$ cat src/lcfb_pkg.sv
`default_nettype none

package lcfb_pkg;

   localparam logic [31:0] CrcPoly = 32'h04C1_1DB7;
   localparam int unsigned MaxBeats = 6;
   localparam int unsigned BeatCountWidth = $clog2(MaxBeats + 1);

   typedef logic [BeatCountWidth-1:0] beat_count_type;
   typedef logic [7:0] byte_type;
   typedef logic [31:0] crc_type;
   typedef logic [15:0] length_type;

   typedef enum logic {
      CMD_START = 1'b0,
      CMD_DATA  = 1'b1
   } cmd_type;

   localparam beat_count_type BeatsHeader      = beat_count_type'(2);
   localparam beat_count_type BeatsHeaderCrc   = beat_count_type'(6);
   localparam beat_count_type BeatsData        = beat_count_type'(1);
   localparam beat_count_type BeatsDataCrc     = beat_count_type'(5);

   function automatic crc_type crc_feed(input crc_type rem_value, input byte_type data_value);
      crc_type r;
      r = rem_value ^ {data_value, 24'h00_0000};
      for (int k = 0; k < 8; k++) begin
         if (r[31]) begin
            r = {r[30:0], 1'b0} ^ CrcPoly;
         end else begin
            r = {r[30:0], 1'b0};
         end
      end
      return r;
   endfunction

endpackage

`default_nettype wire

$ cat src/lcfb_req_if.sv
`default_nettype none

interface lcfb_req_if;
   logic        valid;
   logic        ready;
   logic        command;
   logic [15:0] payload_length;
   logic [7:0]  data_byte;

   modport source (output valid, output command, output payload_length, output data_byte,
                   input ready);
   modport sink (input valid, input command, input payload_length, input data_byte,
                 output ready);
endinterface

`default_nettype wire

$ cat src/lcfb_rsp_if.sv
`default_nettype none

interface lcfb_rsp_if;
   logic       valid;
   logic       ready;
   logic [7:0] frame_byte;
   logic       frame_last;

   modport source (output valid, output frame_byte, output frame_last, input ready);
   modport sink (input valid, input frame_byte, input frame_last, output ready);
endinterface

`default_nettype wire

$ cat src/length_crc32_frame_builder_unit.sv
// Channel   Direction  Beat contents
// req_chan  in         command, payload_length, data_byte
// rsp_chan  out        frame_byte, frame_last
//
// An accepted request is decoded in the same cycle and up to six output bytes are loaded
// into a burst register, from which one byte leaves per cycle while the output is ready.
// A request is taken every cycle while each burst holds one byte and the output is ready;
// a start or the last payload byte fills the output with two, five or six bytes.
// Reset is synchronous and clears the frame state and the burst count.
// While the output stalls on its last byte, a new request waits for that byte to leave.
`default_nettype none

module length_crc32_frame_builder_unit (
   input wire logic   clock,
   input wire logic   reset,
   lcfb_req_if.sink   req_chan,
   lcfb_rsp_if.source rsp_chan
);

   lcfb_pkg::byte_type       burst_ff [lcfb_pkg::MaxBeats];
   lcfb_pkg::byte_type       burst_in [lcfb_pkg::MaxBeats];
   lcfb_pkg::beat_count_type beats_ff, beats_in;
   logic                     last_ff, last_in;
   lcfb_pkg::crc_type        crc_ff, crc_in;
   lcfb_pkg::length_type     remaining_ff, remaining_in;
   logic                     open_ff, open_in;

   logic                     req_accept;
   logic                     rsp_accept;
   lcfb_pkg::crc_type        crc_header;
   lcfb_pkg::crc_type        crc_data;
   lcfb_pkg::length_type     remaining_dec;

   assign rsp_accept = rsp_chan.valid && rsp_chan.ready;
   assign req_chan.ready = (beats_ff == '0) || ((beats_ff == lcfb_pkg::BeatsData) && rsp_chan.ready);
   assign req_accept = req_chan.valid && req_chan.ready;

   assign rsp_chan.valid = (beats_ff != '0);
   assign rsp_chan.frame_byte = burst_ff[0];
   assign rsp_chan.frame_last = last_ff && (beats_ff == lcfb_pkg::BeatsData);

   assign crc_header = lcfb_pkg::crc_feed(lcfb_pkg::crc_feed('0, req_chan.payload_length[15:8]),
                                          req_chan.payload_length[7:0]);
   assign crc_data = lcfb_pkg::crc_feed(crc_ff, req_chan.data_byte);
   assign remaining_dec = remaining_ff - 16'd1;

   always_comb begin
      burst_in = burst_ff;
      beats_in = beats_ff;
      last_in = last_ff;
      crc_in = crc_ff;
      remaining_in = remaining_ff;
      open_in = open_ff;

      if (rsp_accept) begin
         for (int i = 0; i < lcfb_pkg::MaxBeats - 1; i++) begin
            burst_in[i] = burst_ff[i+1];
         end
         beats_in = beats_ff - lcfb_pkg::BeatsData;
      end

      if (req_accept) begin
         case (req_chan.command)
            lcfb_pkg::CMD_START: begin
               burst_in[0] = req_chan.payload_length[15:8];
               burst_in[1] = req_chan.payload_length[7:0];
               burst_in[2] = crc_header[31:24];
               burst_in[3] = crc_header[23:16];
               burst_in[4] = crc_header[15:8];
               burst_in[5] = crc_header[7:0];
               crc_in = crc_header;
               remaining_in = req_chan.payload_length;
               if (req_chan.payload_length == '0) begin
                  beats_in = lcfb_pkg::BeatsHeaderCrc;
                  last_in = 1'b1;
                  open_in = 1'b0;
               end else begin
                  beats_in = lcfb_pkg::BeatsHeader;
                  last_in = 1'b0;
                  open_in = 1'b1;
               end
            end
            lcfb_pkg::CMD_DATA: begin
               if (open_ff) begin
                  burst_in[0] = req_chan.data_byte;
                  burst_in[1] = crc_data[31:24];
                  burst_in[2] = crc_data[23:16];
                  burst_in[3] = crc_data[15:8];
                  burst_in[4] = crc_data[7:0];
                  crc_in = crc_data;
                  remaining_in = remaining_dec;
                  if (remaining_dec == '0) begin
                     beats_in = lcfb_pkg::BeatsDataCrc;
                     last_in = 1'b1;
                     open_in = 1'b0;
                  end else begin
                     beats_in = lcfb_pkg::BeatsData;
                     last_in = 1'b0;
                  end
               end
            end
            default: begin
               open_in = open_ff;
            end
         endcase
      end
   end

   always_ff @(posedge clock) begin
      if (reset) begin
         beats_ff <= '0;
         last_ff <= 1'b0;
         crc_ff <= '0;
         remaining_ff <= '0;
         open_ff <= 1'b0;
      end else begin
         beats_ff <= beats_in;
         last_ff <= last_in;
         crc_ff <= crc_in;
         remaining_ff <= remaining_in;
         open_ff <= open_in;
      end
   end

   always_ff @(posedge clock) begin
      burst_ff <= burst_in;
   end

endmodule

`default_nettype wire

$ cat src/flat_wrapper.sv
// flat-port wrapper written by rule: the top's interface ports become plain ports
module length_crc32_frame_builder_unit_flat 
  (clock, reset, req_chan_valid, req_chan_command, req_chan_payload_length, req_chan_data_byte, req_chan_ready, rsp_chan_valid, rsp_chan_frame_byte, rsp_chan_frame_last, rsp_chan_ready);
  lcfb_req_if req_chan_i ();
  lcfb_rsp_if rsp_chan_i ();
  input wire logic clock;
  input wire logic reset;
  input wire logic [$bits(req_chan_i.valid)-1:0] req_chan_valid;
  input wire logic [$bits(req_chan_i.command)-1:0] req_chan_command;
  input wire logic [$bits(req_chan_i.payload_length)-1:0] req_chan_payload_length;
  input wire logic [$bits(req_chan_i.data_byte)-1:0] req_chan_data_byte;
  output wire logic [$bits(req_chan_i.ready)-1:0] req_chan_ready;
  output wire logic [$bits(rsp_chan_i.valid)-1:0] rsp_chan_valid;
  output wire logic [$bits(rsp_chan_i.frame_byte)-1:0] rsp_chan_frame_byte;
  output wire logic [$bits(rsp_chan_i.frame_last)-1:0] rsp_chan_frame_last;
  input wire logic [$bits(rsp_chan_i.ready)-1:0] rsp_chan_ready;
  assign req_chan_i.valid = req_chan_valid;
  assign req_chan_i.command = req_chan_command;
  assign req_chan_i.payload_length = req_chan_payload_length;
  assign req_chan_i.data_byte = req_chan_data_byte;
  assign req_chan_ready = req_chan_i.ready;
  assign rsp_chan_valid = rsp_chan_i.valid;
  assign rsp_chan_frame_byte = rsp_chan_i.frame_byte;
  assign rsp_chan_frame_last = rsp_chan_i.frame_last;
  assign rsp_chan_i.ready = rsp_chan_ready;
  length_crc32_frame_builder_unit u_core (.clock(clock), .reset(reset), .req_chan(req_chan_i), .rsp_chan(rsp_chan_i));
endmodule
$ cat config.mk
export PLATFORM = sky130hd
export DESIGN_NAME = length_crc32_frame_builder_unit_flat
export DESIGN_NICKNAME = d
export VERILOG_FILES = /design/src/lcfb_pkg.sv /design/src/lcfb_req_if.sv /design/src/lcfb_rsp_if.sv /design/src/length_crc32_frame_builder_unit.sv /design/src/flat_wrapper.sv
export SDC_FILE = /design/constraint.sdc
export NUM_CORES = 1
export LEC_CHECK = 0
export ABC_AREA = 1
export BUFFER_PORTS_ARGS = -buffer_cell sky130_fd_sc_hd__buf_2
export CAP_MARGIN = 10
export CORE_MARGIN = 2
export CORE_UTILIZATION = 30
export CTS_CLUSTER_DIAMETER = 150
export DETAILED_ROUTE_END_ITERATION = 6
export GPL_TIMING_DRIVEN = 1
export SYNTH_ARGS = -nofsm -noshare
export SYNTH_HDL_FRONTEND = slang
export SYNTH_SLANG_ARGS = --single-unit
$ cat constraint.sdc
create_clock -name clock -period 2.9 [get_ports clock]
set_input_delay 0.29 -clock clock [delete_from_list [all_inputs] [get_ports clock]]
set_output_delay 0.29 -clock clock [all_outputs]
set_load 0.01 [all_outputs]
Word-level counts from Yosys, hierarchy flattened:

Index checks and enable logic that the tools add are counted.
Widths: inputs -> output; s select.

* input port bits: 29
* output and inout bits: 11
* register bits after elaboration: 101
* word-level logic and storage cells: 100

* bitwise operators: 27
* muxes and demuxes: 47
* reduce and logical (&&, ||, !) cells: 11
* eq/ne operators: 2
* $add $sub $neg: 2

Operator list (number)
* $mux 27: 24
* $not 14->14: 24
* $mux 40: 2
* $pmux 40 s2: 1
* $pmux 32 s2: 1
* $xor 32x32->32: 2
* $mux 48: 1
* $logic_not 16->1: 2
* $mux 32: 1
* $pmux 16 s2: 1
* $mux 16: 1
* $sub 16x1->16 const B: 1
* $mux 3: 5
* $mux 8: 1
* $mux 1: 6
* $pmux 3 s2: 1
* $logic_and 1x1->1: 4
* $pmux 1 s2: 2
* $reduce_and 2->1: 2
* $eq 3x1->1 const B: 1
* $logic_not 3->1: 1
* $reduce_bool 3->1: 1
* $sub 3x1->3 const B: 1
* $ne 2x1->1 const B: 1
* 2 further kinds: 2

Logic depth before layout (Yosys ltp):

* depth after elaboration: 35
* depth in mapped cells: 17
* mapped depth without buffers: 16

Least setup slack after synthesis:

No wires, ideal clock.

* kind: flip-flop to flip-flop
* from: register u_core.beats_ff[0]
* to: register u_core.crc_ff[3]
* required time: 2829 ps
* path slack: 837 ps
* data arrival time: 1992 ps
* clock period less this slack: 2063 ps
* setup time: 71 ps
* cell stages (with the launch flop): 12
* path buffers: 1
* cell sequence: dfxtp_1 > inv_1 > ha_1 > nand2_1 > nand2_1 > nand2_2 > nor2_1 > inv_1 > clkbuf_1 > o21ai_0 > nand2_1 > a21oi_1

* cells in the longest elaborated chain, start to end: 5
* elaborated cells on any way between the ends: 6
* classes of those cells: 1 x eq/ne; 5 x reduce/logical

Ends and longest elaborated chain
* start: declaration: line length_crc32_frame_builder_unit.sv:22 `lcfb_pkg::beat_count_type beats_ff, beats_in;`
* start signal: assignment: line length_crc32_frame_builder_unit.sv:117 `beats_ff <= beats_in;`
* $eq 3x1->1: line length_crc32_frame_builder_unit.sv:35 `assign req_chan.ready = (beats_ff == '0) || ((beats_ff == lcfb_pkg::BeatsData) && rsp_chan.ready);`
* $logic_and 1x1->1: line length_crc32_frame_builder_unit.sv:35
* $logic_or 1x1->1 (*): line length_crc32_frame_builder_unit.sv:35
* named net req_chan_ready: line flat_wrapper.sv:12 `output wire logic [$bits(req_chan_i.ready)-1:0] req_chan_ready;`
* $logic_and 1x1->1 (*): line length_crc32_frame_builder_unit.sv:36 `assign req_accept = req_chan.valid && req_chan.ready;`
* $reduce_and 2->1 (no line) (*)
* end signal: assignment: line length_crc32_frame_builder_unit.sv:119 `crc_ff <= crc_in;`
* end: declaration: line length_crc32_frame_builder_unit.sv:24 `lcfb_pkg::crc_type crc_ff, crc_in;`

Mark *: on every way through the listed nets, which the timed path passes. The rest lies on a longest branch.
A chain may end at the register's enable or synchronous reset.

==> flow_summary.json <==
{
  "ioPinCount": 40,
  "core_um2": 27000,
  "fin_crit_sh": 0.763,
  "finish.utilization": 0.336,
  "path_clk_slew_ns": 0.08,
  "relSlewSlack": 0.484,
  "netlist_area_um2": 8280,
  "worstRegToRegCells": 12,
  "tritoncts": "built",
  "maxSlewViolCount": 0,
  "power_density_nw_per_um2": 975,
  "cts.sinks": 101,
  "die_area_um2": 28900,
  "ir_drop_v": 0.000367,
  "row_count": 60,
  "holdPathStages": 3,
  "fmax_mhz": 452,
  "cp-end-kind": "flop",
  "syn2layout_area_growth_pct": 9.79,
  "worst_path_most_repeated_cell": "nand2_1",
  "viasPerCell": 5.20,
  "finalSetupViolCount": 0,
  "drive_gt1_frac": 0.133,
  "rrSetupSlack_ns": 0.69,
  "total_power_mw": 8.86,
  "ys_seq_area_frac": 0.254,
  "hp-start": "req_chan_payload_length[8]",
  "leakage_nw": 4.50,
  "clockBufferDepth": 2,
  "setup.worst_path.class": "in2reg",
  "synth-async-reset-ratio": 0,
  "yosysWarnings": 0,
  "required_ns": 3.19,
  "regToRegStartpoint": "u_core.remaining_ff[0]$_SDFFE_PP0P_",
  "fin_crit_ns": 2.21,
  "grtUsageTotal": 0.205,
  "grt_pass1_vias": 7938,
  "cp_top_family": "simple AND/OR/NAND/NOR gates",
  "die_w_um": 170,
  "grt_max_degree": 44,
  "cts_buffers": 9,
  "dr.pass1.iters": 6,
  "synthDistinctLibCells": 51,
  "r2r-end": "u_core.beats_ff[2]$_SDFF_PP0_",
  "synthTopCellsByArea": "dfxtp_1, nand2_1, xor2_1",
  "cts_setup_buffers": 0,
  "port_buffers": 39,
  "ant_nets": 0,
  "diodes": 0,
  "grt_pass1_wl_um": 45600,
  "holdPathEnd": "u_core.remaining_ff[8]$_SDFFE_PP0P_",
  "rsz0062_at_grt": "false",
  "cp.depth": 16,
  "hold_path.class": "in2reg",
  "root_buffer": "clkbuf_16",
  "synth-edff-count": 8,
  "antenna_found_initial": 0,
  "status": "complete, no violations",
  "final_hold_viol_count": 0,
  "gp_congestion": 0.977,
  "wire_per_inst_um": 17.7,
  "synth_top_area_share": 0.225,
  "synth_nets": 1327,
  "die_y_um": 170,
  "cap_viol_max_count": 0,
  "critical_path.max_stage_delay_ns": 0.39,
  "netlist_instances": 1290,
  "insertion_delay_ns": 0.37,
  "crit_buf_inv": 3,
  "critPathSlowestCell": "ha_1",
  "post_cts_resized": 0,
  "dpl.hpwl_um": 22200,
  "cts.htree.levels": 3,
  "yosysTopAreaCell": "dfxtp_1",
  "skew_ns": 0.0107,
  "initial_core_util": 0.306,
  "synthFlopType": "dfxtp_1",
  "grt-ovfl-total": 0,
  "wirelength_um": 29300,
  "hold_buffers": 0,
  "syn_area_per_cell_um2": 6.42,
  "drc": 0,
  "drt_iter0_markers": 678,
  "worstPathMaxFanout": 8,
  "nets": 1343,
  "start_kind": "input pin",
  "cp.arrival_ns": 2.51,
  "path_cells": "buf_2 > inv_6 > ha_1 > inv_1 > nand2_1 > nand2_2 > nand2_1 > nand2_1 > nand2_1 > nand2_1 > nand2_1 > nand2_1 > nand2_1 > nand3_1 > nand3_1 > a21boi_1",
  "worstMarginPinSlew_ns": 0.771,
  "tns_ns": 0,
  "routed-via-count": 8583,
  "ys_ff_latch": 101
}
## cell families after synthesis
| kind of cell | share of synthesized area |
|---|---|
| AND/OR/NAND/NOR | 0.378 |
| AO/OA/AOI/OAI | 0.131 |
| buffers and inverters | 0.0889 |
| XOR/XNOR | 0.117 |
| flip-flops | 0.254 |
| multiplexers | 0.0193 |
| adder cells (fa/ha/maj) | 0.0121 |
## report_power, final
part           switching, mW  internal, mW  leakage [nW]
clock network          0.588         0.665         0.147
logic                   3.47          1.79          3.50
registers              0.358          1.99         0.846
total                   4.42          4.44          4.50
## sequential cells by signal, indices dropped and copies added (netlist names)
signal and flops:
u_core.burst_ff 40, u_core.crc_ff 32, u_core.remaining_ff 16, u_core.rsp_chan.frame_byte 8, u_core.beats_ff 3, u_core.last_ff 1
u_core.open_ff 1
## cell usage in the layout (no fill, tap or decap), types with 5 or more instances in the layout
master and count:
xnor2_1 20, nand3_2 10, nand2_1 455, inv_2 9
nand2_4 17, edfxtp_1 8, ha_1 8, clkbuf_16 10
nand3_1 89, inv_1 94, o21ai_0 100, mux2i_1 16
nand4_1 8, a21oi_1 56, buf_2 39, or2_2 5
a31oi_1 12, nand2_2 35, xor2_1 79, dfxtp_1 93
nor2_1 58, o211ai_1 5, buf_4 20, nand3b_1 6
## area by class of cell
type / count / area (um2)
fill: 2973 / 17900
multi-input combinational: 1023 / 5450
sequential: 101 / 2100
inverter: 111 / 438
tap: 341 / 427
timing repair buffer: 60 / 365
clock buffer: 11 / 264
clock inverter: 5 / 42.5
## metal layers
layer,GRT usage,share of wire,vias up
met3,0.0151,0.064,56
met5,0,0,-
li1,-,-,4160
met1,0.290,0.46,4029
met2,0.328,0.45,338
met4,0.0695,0.026,0
## metrics by stage
step / hold WS (ns) / area, um2 / worst slack (ns) / std cells
floorplan: 0.368 / 8280 / 0.837 / 1290
global placement: 0.468 / 8780 / 0.363 / 1636
global route: 0.347 / 9090 / 0.434 / 1652
CTS: 0.326 / 9090 / 0.662 / 1652
detailed placement: 0.472 / 8780 / 0.354 / 1636
finish: 0.335 / 9090 / 0.686 / 1652
## worst min-delay path, stage by stage
cell	delay, ns
buf_2	0.13
nand2_1	0.14
a31oi_1	0.09
## worst max-delay path by stage
stage                                        start  slack (ns)                       endpoint
2_1_floorplan        u_core.beats_ff[0]$_SDFF_PP0_        0.84  u_core.crc_ff[3]$_SDFFE_PP0P_
3_3_place_gp           req_chan_payload_length[15]        0.36    u_core.burst_ff[10]$_DFF_P_
3_5_place_dp           req_chan_payload_length[15]        0.35    u_core.burst_ff[10]$_DFF_P_
4_1_cts        u_core.remaining_ff[0]$_SDFFE_PP0P_        0.66  u_core.beats_ff[2]$_SDFF_PP0_
5_1_grt        u_core.remaining_ff[0]$_SDFFE_PP0P_        0.43    u_core.last_ff$_SDFFE_PP0P_
6_report               req_chan_payload_length[15]        0.69    u_core.burst_ff[10]$_DFF_P_
## synthesized netlist by cell type, types with 6 or more instances
library cell  number
nand2_4           17
nor2_1            59
xnor2_1           20
buf_2             16
o21ai_0          100
a21oi_1           56
nand3_1           89
ha_1               8
edfxtp_1           8
xor2_1            79
nand3_2           10
nand4_1            8
dfxtp_1           93
nand2_1          456
a31oi_1           12
nand2_2           34
mux2i_1           16
nand3b_1           6
clkbuf_1          24
inv_1             94
inv_2              9
buf_4              9
Note: power is estimated with default switching activity, not from simulation.
